`src/isr_pkg.sv`:
```
`timescale 1ns / 1ps

package isr_pkg;

    // width of each root field on the result channel
    localparam int OUT_BITS = 16;

endpackage

```
`src/integer_square_root_unit.sv`:
```
`timescale 1ns / 1ps

// channel   handshake                       payload
// input     radicand_valid / radicand_ready radicand
// result    result_valid / result_ready     floor_root, ceil_root
//
// a row of (INPUT_BITS+1)/2 cells (16 at INPUT_BITS = 31), one root digit per cell;
// a new transfer can enter every cycle while radicand_ready is high
// each cell holds its item until the next cell frees up, so a stalled result
// only backs up the cells behind it; empty cells still take new transfers
// reset clears the cell valid bits only

module integer_square_root_unit #(
    parameter int INPUT_BITS = 31
) (
    input  logic                         clk,
    input  logic                         rst_n,
    input  logic                         radicand_valid,
    output logic                         radicand_ready,
    input  logic [INPUT_BITS-1:0]        radicand,
    output logic                         result_valid,
    input  logic                         result_ready,
    output logic [isr_pkg::OUT_BITS-1:0] floor_root,
    output logic [isr_pkg::OUT_BITS-1:0] ceil_root
);

    localparam int Digits = (INPUT_BITS + 1) / 2;
    localparam int RadW   = 2 * Digits;
    localparam int RemW   = Digits + 1;
    localparam int OutW   = isr_pkg::OUT_BITS;

    logic              valid_w [Digits+1];
    logic              ready_w [Digits+1];
    logic [RadW-1:0]   rad_w   [Digits+1];
    logic [RemW-1:0]   rem_w   [Digits+1];
    logic [Digits-1:0] root_w  [Digits+1];
    logic [Digits:0]   ceil_full;
    logic              inexact;

    assign valid_w[0]     = radicand_valid;
    assign radicand_ready = ready_w[0];
    assign rad_w[0]       = RadW'(radicand);
    assign rem_w[0]       = '0;
    assign root_w[0]      = '0;
    assign ready_w[Digits] = result_ready;

    for (genvar i = 0; i < Digits; i++)
    begin : g_cell
        isr_cell #(
            .DIGITS (Digits)
        ) u_cell (
            .clk       (clk),
            .rst_n     (rst_n),
            .valid_in  (valid_w[i]),
            .ready_out (ready_w[i]),
            .rad_in    (rad_w[i]),
            .rem_in    (rem_w[i]),
            .root_in   (root_w[i]),
            .valid_out (valid_w[i+1]),
            .ready_in  (ready_w[i+1]),
            .rad_out   (rad_w[i+1]),
            .rem_out   (rem_w[i+1]),
            .root_out  (root_w[i+1])
        );
    end

    // non-zero remainder means the radicand is not a perfect square
    assign inexact   = (rem_w[Digits] != '0) && (rad_w[Digits] == '0);
    assign ceil_full = (Digits+1)'(root_w[Digits]) + (Digits+1)'(inexact);

    assign result_valid = valid_w[Digits];
    assign floor_root   = OutW'(root_w[Digits]);
    assign ceil_root    = OutW'(ceil_full);

endmodule

```
`src/isr_cell.sv`:
```
`timescale 1ns / 1ps

module isr_cell #(
    parameter int DIGITS = 16
) (
    input  logic                clk,
    input  logic                rst_n,
    input  logic                valid_in,
    output logic                ready_out,
    input  logic [2*DIGITS-1:0] rad_in,
    input  logic [DIGITS:0]     rem_in,
    input  logic [DIGITS-1:0]   root_in,
    output logic                valid_out,
    input  logic                ready_in,
    output logic [2*DIGITS-1:0] rad_out,
    output logic [DIGITS:0]     rem_out,
    output logic [DIGITS-1:0]   root_out
);

    localparam int RadW   = 2 * DIGITS;
    localparam int RemW   = DIGITS + 1;
    localparam int WorkW  = DIGITS + 3;

    logic                valid_reg;
    logic                valid_next;
    logic [RadW-1:0]     rad_reg;
    logic [RadW-1:0]     rad_next;
    logic [RemW-1:0]     rem_reg;
    logic [RemW-1:0]     rem_next;
    logic [DIGITS-1:0]   root_reg;
    logic [DIGITS-1:0]   root_next;
    logic                load;
    logic [WorkW-1:0]    partial;
    logic [WorkW-1:0]    trial;
    logic [WorkW-1:0]    diff;
    logic                fits;
    logic [DIGITS:0]     root_shift;

    // stage takes a new digit when empty or when its content moves on
    assign load      = !valid_reg || ready_in;
    assign ready_out = load;

    always_comb
    begin
        // bring down the next two radicand bits and try root*4+1
        partial    = {rem_in, rad_in[RadW-1 -: 2]};
        trial      = WorkW'({root_in, 2'b01});
        fits       = (partial >= trial);
        diff       = partial - trial;
        root_shift = {root_in, fits};
        valid_next = valid_in;
        rad_next   = rad_in << 2;
        rem_next   = fits ? diff[RemW-1:0] : partial[RemW-1:0];
        root_next  = root_shift[DIGITS-1:0];
    end

    always_ff @(posedge clk or negedge rst_n)
    begin
        if (!rst_n)
        begin
            valid_reg <= 1'b0;
        end
        else if (load)
        begin
            valid_reg <= valid_next;
        end
    end

    always_ff @(posedge clk)
    begin
        if (load)
        begin
            rad_reg  <= rad_next;
            rem_reg  <= rem_next;
            root_reg <= root_next;
        end
    end

    assign valid_out = valid_reg;
    assign rad_out   = rad_reg;
    assign rem_out   = rem_reg;
    assign root_out  = root_reg;

endmodule
```
`config.mk`:
```
export PLATFORM = sky130hd
export DESIGN_NAME = integer_square_root_unit
export DESIGN_NICKNAME = d
export VERILOG_FILES = /design/src/isr_pkg.sv /design/src/integer_square_root_unit.sv /design/src/isr_cell.sv
export SDC_FILE = /design/constraint.sdc
export NUM_CORES = 1
export LEC_CHECK = 0
export ABC_AREA = 1
export BUFFER_PORTS_ARGS = -buffer_cell sky130_fd_sc_hd__buf_2
export CORE_MARGIN = 4
export CORE_UTILIZATION = 60
export CTS_BUF_LIST = sky130_fd_sc_hd__clkbuf_16
export DETAILED_ROUTE_END_ITERATION = 16
export GPL_ROUTABILITY_DRIVEN = 0
export GPL_TIMING_DRIVEN = 0
export PLACE_DENSITY = 0.77
export SETUP_SLACK_MARGIN = 0.05
export SLEW_MARGIN = 20
export SYNTH_ARGS = -nofsm -noshare
export SYNTH_HDL_FRONTEND = slang
export SYNTH_SLANG_ARGS = --single-unit
```
`constraint.sdc`:
```
create_clock -name clk -period 9.6 [get_ports clk]
set_input_delay 2.88 -clock clk [delete_from_list [all_inputs] [get_ports clk]]
set_output_delay 2.88 -clock clk [all_outputs]
set_load 0.005 [all_outputs]
```
Word level (Yosys, flattened, before mapping). Index checks and enable logic that the tools add are counted.

Bits in latches: 0. Bits in writable memories: 0. Output and inout port bits: 34. Memories kept: 0. Memory bits (read-only): 0. Logic and storage cells: 146. Bits in registers: 649.

Bitwise gates (word level): 0. Reductions and logical operators: 33. Multiply operators: 0. Equality and inequality tests: 0. Mux-type cells: 16. Add/subtract/negate cells: 17. Divide/modulo/power cells: 0. Order comparisons: 16. Shifts and indexed selects: 0.

Operators with widths (count): $mux W17 (15); $ge A19 B10 Y1 (1); $ge A19 B11 Y1 (1); $ge A19 B12 Y1 (1); $ge A19 B13 Y1 (1); $ge A19 B14 Y1 (1); $ge A19 B15 Y1 (1); $ge A19 B16 Y1 (1); $ge A19 B17 Y1 (1); $ge A19 B3 Y1 (1); $ge A19 B4 Y1 (1); $ge A19 B5 Y1 (1); $ge A19 B6 Y1 (1); $ge A19 B7 Y1 (1); $ge A19 B8 Y1 (1); $ge A19 B9 Y1 (1); $reduce_bool A17 Y1 (1); $sub A17 B10 Y17 (1); $sub A17 B11 Y17 (1); $sub A17 B12 Y17 (1); $sub A17 B13 Y17 (1); $sub A17 B14 Y17 (1); $sub A17 B15 Y17 (1); $sub A17 B16 Y17 (1); other kinds (14) (44).

Longest topological paths before layout.
Depth in word-level cells: 17. Gate-level depth with buffers: 15.

Cells and area by module. From an unflattened synthesis, not the netlist that was laid out.

Cell total of the unflattened synthesis: 5961. Area, all modules: 56452.9 sq um.

Modules (own cells, without submodules): isr_cell at g_cell[0].u_cell ... (cells each 365, times used 15, sequential area each 1916.8 sq um, area each 3493.4 sq um); isr_cell at g_cell[15].u_cell (cells each 369, times used 1, sequential area each 1916.8 sq um, area each 3454.6 sq um); integer_square_root_unit (cells each 117, times used 1, sequential area each 0.0 sq um, area each 598.1 sq um).

Worst setup path after synthesis. No wires, ideal clock.

Path type: input -> output. Start point: input port result_ready. End point: output port radicand_ready. Stages on the path: 8. Data arrival time: 6.399 ns. Buffers on the path: 0. Data required time: 6.720 ns. Setup slack: 0.321 ns. Path through: inv_1 nand4_2 nor3_4 nand4_4 nor2_4 nand4_4 nor2_4 nand4_2.

Word-level cells in the longest chain between the ends: 16.

RTL lines: start, declared (RTL line integer_square_root_unit.sv:22) `input logic result_ready,`; $logic_or A1 B1 Y1 (3 in a row) (RTL line isr_cell.sv:40) `assign load = !valid_reg || ready_in;`; via g_cell[12].u_cell.ready_in (RTL line isr_cell.sv:14) `input logic ready_in,`; $logic_or A1 B1 Y1 (5 in a row) (RTL line isr_cell.sv:40); via g_cell[7].u_cell.ready_in (RTL line isr_cell.sv:14); $logic_or A1 B1 Y1 (4 in a row) (RTL line isr_cell.sv:40); via g_cell[3].u_cell.ready_in (RTL line isr_cell.sv:14); $logic_or A1 B1 Y1 (4 in a row) (RTL line isr_cell.sv:40); end, declared (RTL line integer_square_root_unit.sv:19) `output logic radicand_ready,`.

The timed path passes the listed nets, and every way through them passes these cells.

Final worst setup path. Same ends and word-level chain as after synthesis.

==> flow_summary.yaml <==
finish:
  drive_above_1_share: 0.1028
  syn2layout_area_growth_pct: 11.78
  diodes: 0
  fin_util: 0.6815
  final_nets: 3058
logic_synthesis:
  synth.cell_area_um2: 30770
  synth-edff-count: 625
  yosysSeqAreaShare: 0.6229
  netlist_instances: 2721
  yosys-mux-area-fraction: 0
  synth_area_leaders: "edfxtp_1, ha_1, nand2_1, inv_1, xor2_1"
  synth_nets: 2911
  synthTopCellsByCount: "edfxtp_1, nand2_1, inv_1, nor2_1, ha_1"
  synth_most_common_cell: "edfxtp_1"
  yosys.area_share.simple: 0.1354
  synth_top_area_share: 0.6099
  synthAdderAreaFrac: 0.06302
  yosysWarnings: 0
  ys_types: 59
  synth_area_leader_cell: "edfxtp_1"
  ys_ff_latch: 641
  ys.flop_type: "edfxtp_1"
  ys_async_sr_fraction: 0.02496
  synth_xor_area_frac: 0.05237
  syn_avg_cell_area_um2: 11.31
  synth_top_family_by_area: "simple AND/OR/NAND/NOR gates"
  synth_compound_area_frac: 0.07331
power:
  p_int_mw: 6.834
  pwr-share-comb: 0.274
  cellPowerDensity_nw_per_um2: 295.0
  p_sw_frac: 0.3266
  seq_power_share: 0.470
  vdd_ir_drop_max_v: 0.0001961
  leakagePower_nw: 14.74
  p_clk_frac: 0.256
  finalPower_mw: 10.15
  switchingPower_mw: 3.315
clock_tree:
  insertion_delay_ns: 0.60
  cts.hold.buffers_added: 0
  cts_max_level: 3
  postCtsSetupRepairBufs: 0
  clk_pin_slew_ns: 0.06
  tritoncts: "done"
  clock-sinks: 641
  clock_path_buffers: 3
  cts_buffers: 67
  root_buffer: "clkbuf_16"
placed_design:
  portBuffers: 68
  place.detailed.hpwl_mm: 43.43
  pre_cts_ws_ns: -1.676
detailed_routing:
  drc: 0
  totalWireLength_mm: 60.59
  wire_per_inst_um: 16.87
  via_per_inst: 5.591
  drt_first_pass_iters: 6
  drtIter0Drc: 1763
  ant_nets: 0
  num_vias: 20079
sta:
  rsz0062_at_grt: "false"
  fin_worst_skew_ns: 0.02241
  slew_viol_final: 0
  relSlewSlack: 0.3984
  max_freq_mhz: 108.6
  worst_pin_slew_ns: 0.9003
  period_minus_slack_ns: 9.210
  whs_ns: 0.4098
  setup_viol: 0
  fin_tns_setup_ns: 0
  setup_slack_ns: 0.3899
  fin_crit_sh: 0.9594
  hold_violations: 0
critical_path:
  cp.required_ns: 6.72
  crit_type: "in -> out"
  worstReg2RegEnd: "g_cell[1].u_cell.rem_out[0]$_DFFE_PP_"
  critPathLaunch: "result_ready"
  crit_path_start_kind: "primary input"
  rrSetupSlack_ns: 5.50
  r2r_start: "g_cell[15].u_cell.valid_out$_DFFE_PN0P_"
  reg2regPathDepth: 7
  crit_path_end_kind: "primary output"
  crit_path_max_fanout: 23
  worstSetupEndpoint: "radicand_ready"
  worstPathArrival_ns: 6.33
global_route:
  grt_first_pass_wirelength_mm: 97.25
  grt_pass1_vias: 20058
  track_usage: 0.2206
  grt_remaining_overflow: 0
  antenna_found_initial: 0
  grt_max_degree: 42
min_path:
  hp-class: "reg -> reg"
die:
  core_um2: 50480
  die_height_um: 234.5
  fp-row-count: 82
  io_pins: 69
  die_w_um: 234.5
  die-area_um2: 54980
  start_util: 0.6096
status:
  status: "finished clean"
flow_run:
  drv_cap: 0
-- state kept, by name (all words and copies together) (netlist names) --
name,flops
g_cell.u_cell.root_out,136
g_cell.u_cell.rem_out,249
g_cell.u_cell.rad_out,240
g_cell.u_cell.valid_out,16
-- cells in the final DEF (no fill, tap or decap), types with 10 or more instances in the layout --
cell / synthesis / layout
ha_1: 155 / 155
nor2_1: 191 / 191
o21ai_0: 126 / 126
a21o_1: 11 / 11
clkbuf_16: 0 / 69
inv_2: 10 / 15
nand4_1: 25 / 25
edfxtp_1: 625 / 625
nand2_1: 508 / 504
xnor2_1: 68 / 68
nor3_1: 27 / 27
clkinv_1: 0 / 11
o21ai_1: 32 / 32
a31oi_1: 17 / 17
dfrtp_1: 16 / 16
inv_1: 363 / 372
buf_4: 10 / 10
nand3_1: 115 / 113
or2_2: 15 / 15
nor4_1: 13 / 13
xor2_1: 116 / 116
o21ai_2: 14 / 14
buf_2: 9 / 77
a21oi_1: 145 / 145
-- power by group through the flow --
| stage | registers, mW | logic, mW | clock network, mW |
|---|---|---|---|
| floorplan | 4.61 | 2.08 | 0 |
| global placement | 4.79 | 2.55 | 0 |
| detailed placement | 4.81 | 2.70 | 0 |
| finish | 4.77 | 2.78 | 2.60 |
| global route | 4.85 | 3.09 | 2.77 |
| CTS | 4.77 | 2.75 | 2.65 |
-- stage by stage --
stage               std cells  cell area (um2)
floorplan                2721            30770
global placement         3461            31950
detailed placement       3467            32090
CTS                      3590            34380
global route             3591            34400
finish                   3591            34400
-- metal layers --
| layer | part of all wire | GRT usage | up-vias | routed length, um |
|---|---|---|---|---|
| met5 | 0 | 0 | - | 0 |
| met4 | 0.036 | 0.08509 | 0 | 2196 |
| met3 | 0.048 | 0.03558 | 188 | 2937 |
| met2 | 0.53 | 0.4105 | 676 | 32110 |
| met1 | 0.39 | 0.2555 | 9554 | 23350 |
| li1 | - | - | 9661 | - |
-- cell families (layout without fill, tap and decap cells) --
| group | Yosys count | count (layout) |
|---|---|---|
| other cells | 1 | 1 |
| xor+xnor | 184 | 184 |
| flops | 641 | 641 |
| compound gates | 396 | 396 |
| simple gates | 942 | 946 |
| buf+inv | 402 | 596 |
| fa+ha+maj | 155 | 155 |
-- worst min-delay path by stage --
stage | from | end | slack (ns) | cells past startpoint
2_1_floorplan | g_cell[9].u_cell.rad_out[20]$_DFFE_PP_ | g_cell[10].u_cell.rad_out[22]$_DFFE_PP_ | 0.40 | 0
6_report | g_cell[8].u_cell.rad_out[25]$_DFFE_PP_ | g_cell[9].u_cell.rad_out[27]$_DFFE_PP_ | 0.41 | 0
3_5_place_dp | g_cell[9].u_cell.rad_out[20]$_DFFE_PP_ | g_cell[10].u_cell.rad_out[22]$_DFFE_PP_ | 0.40 | 0
4_1_cts | g_cell[8].u_cell.rad_out[25]$_DFFE_PP_ | g_cell[9].u_cell.rad_out[27]$_DFFE_PP_ | 0.41 | 0
3_3_place_gp | g_cell[2].u_cell.rad_out[23]$_DFFE_PP_ | g_cell[3].u_cell.rad_out[25]$_DFFE_PP_ | 0.40 | 0
5_1_grt | g_cell[8].u_cell.rad_out[24]$_DFFE_PP_ | g_cell[9].u_cell.rad_out[26]$_DFFE_PP_ | 0.42 | 0
-- critical path, cell delays in order --
cell	delay, ns
buf_2	0.09
inv_1	0.21
nand4_4	0.39
nor3_4	0.41
nand4_4	0.44
nor2_4	0.41
nand4_4	0.46
nor2_4	0.40
nand4_4	0.35
buf_2	0.25
-- cell type report --
cell class	instances	area, um2
plain buffers	29	229.0
clock buffers	69	1727
clock inverters	51	503.0
fillers	3509	16080
well taps	672	840.8
inverters	373	1400
flip-flops and latches	641	19170
repair buffers	74	460.4
multi-input cells	1682	10070
-- what timing repair did --
item	4_1_cts	5_1_grt
pin swaps	2	1
gates resized for setup	2	0
hold endpoints to repair	0	0
gates cloned	3	1
endpoints found under the setup margin	1	1
Note: power is estimated with default switching activity, not from simulation.
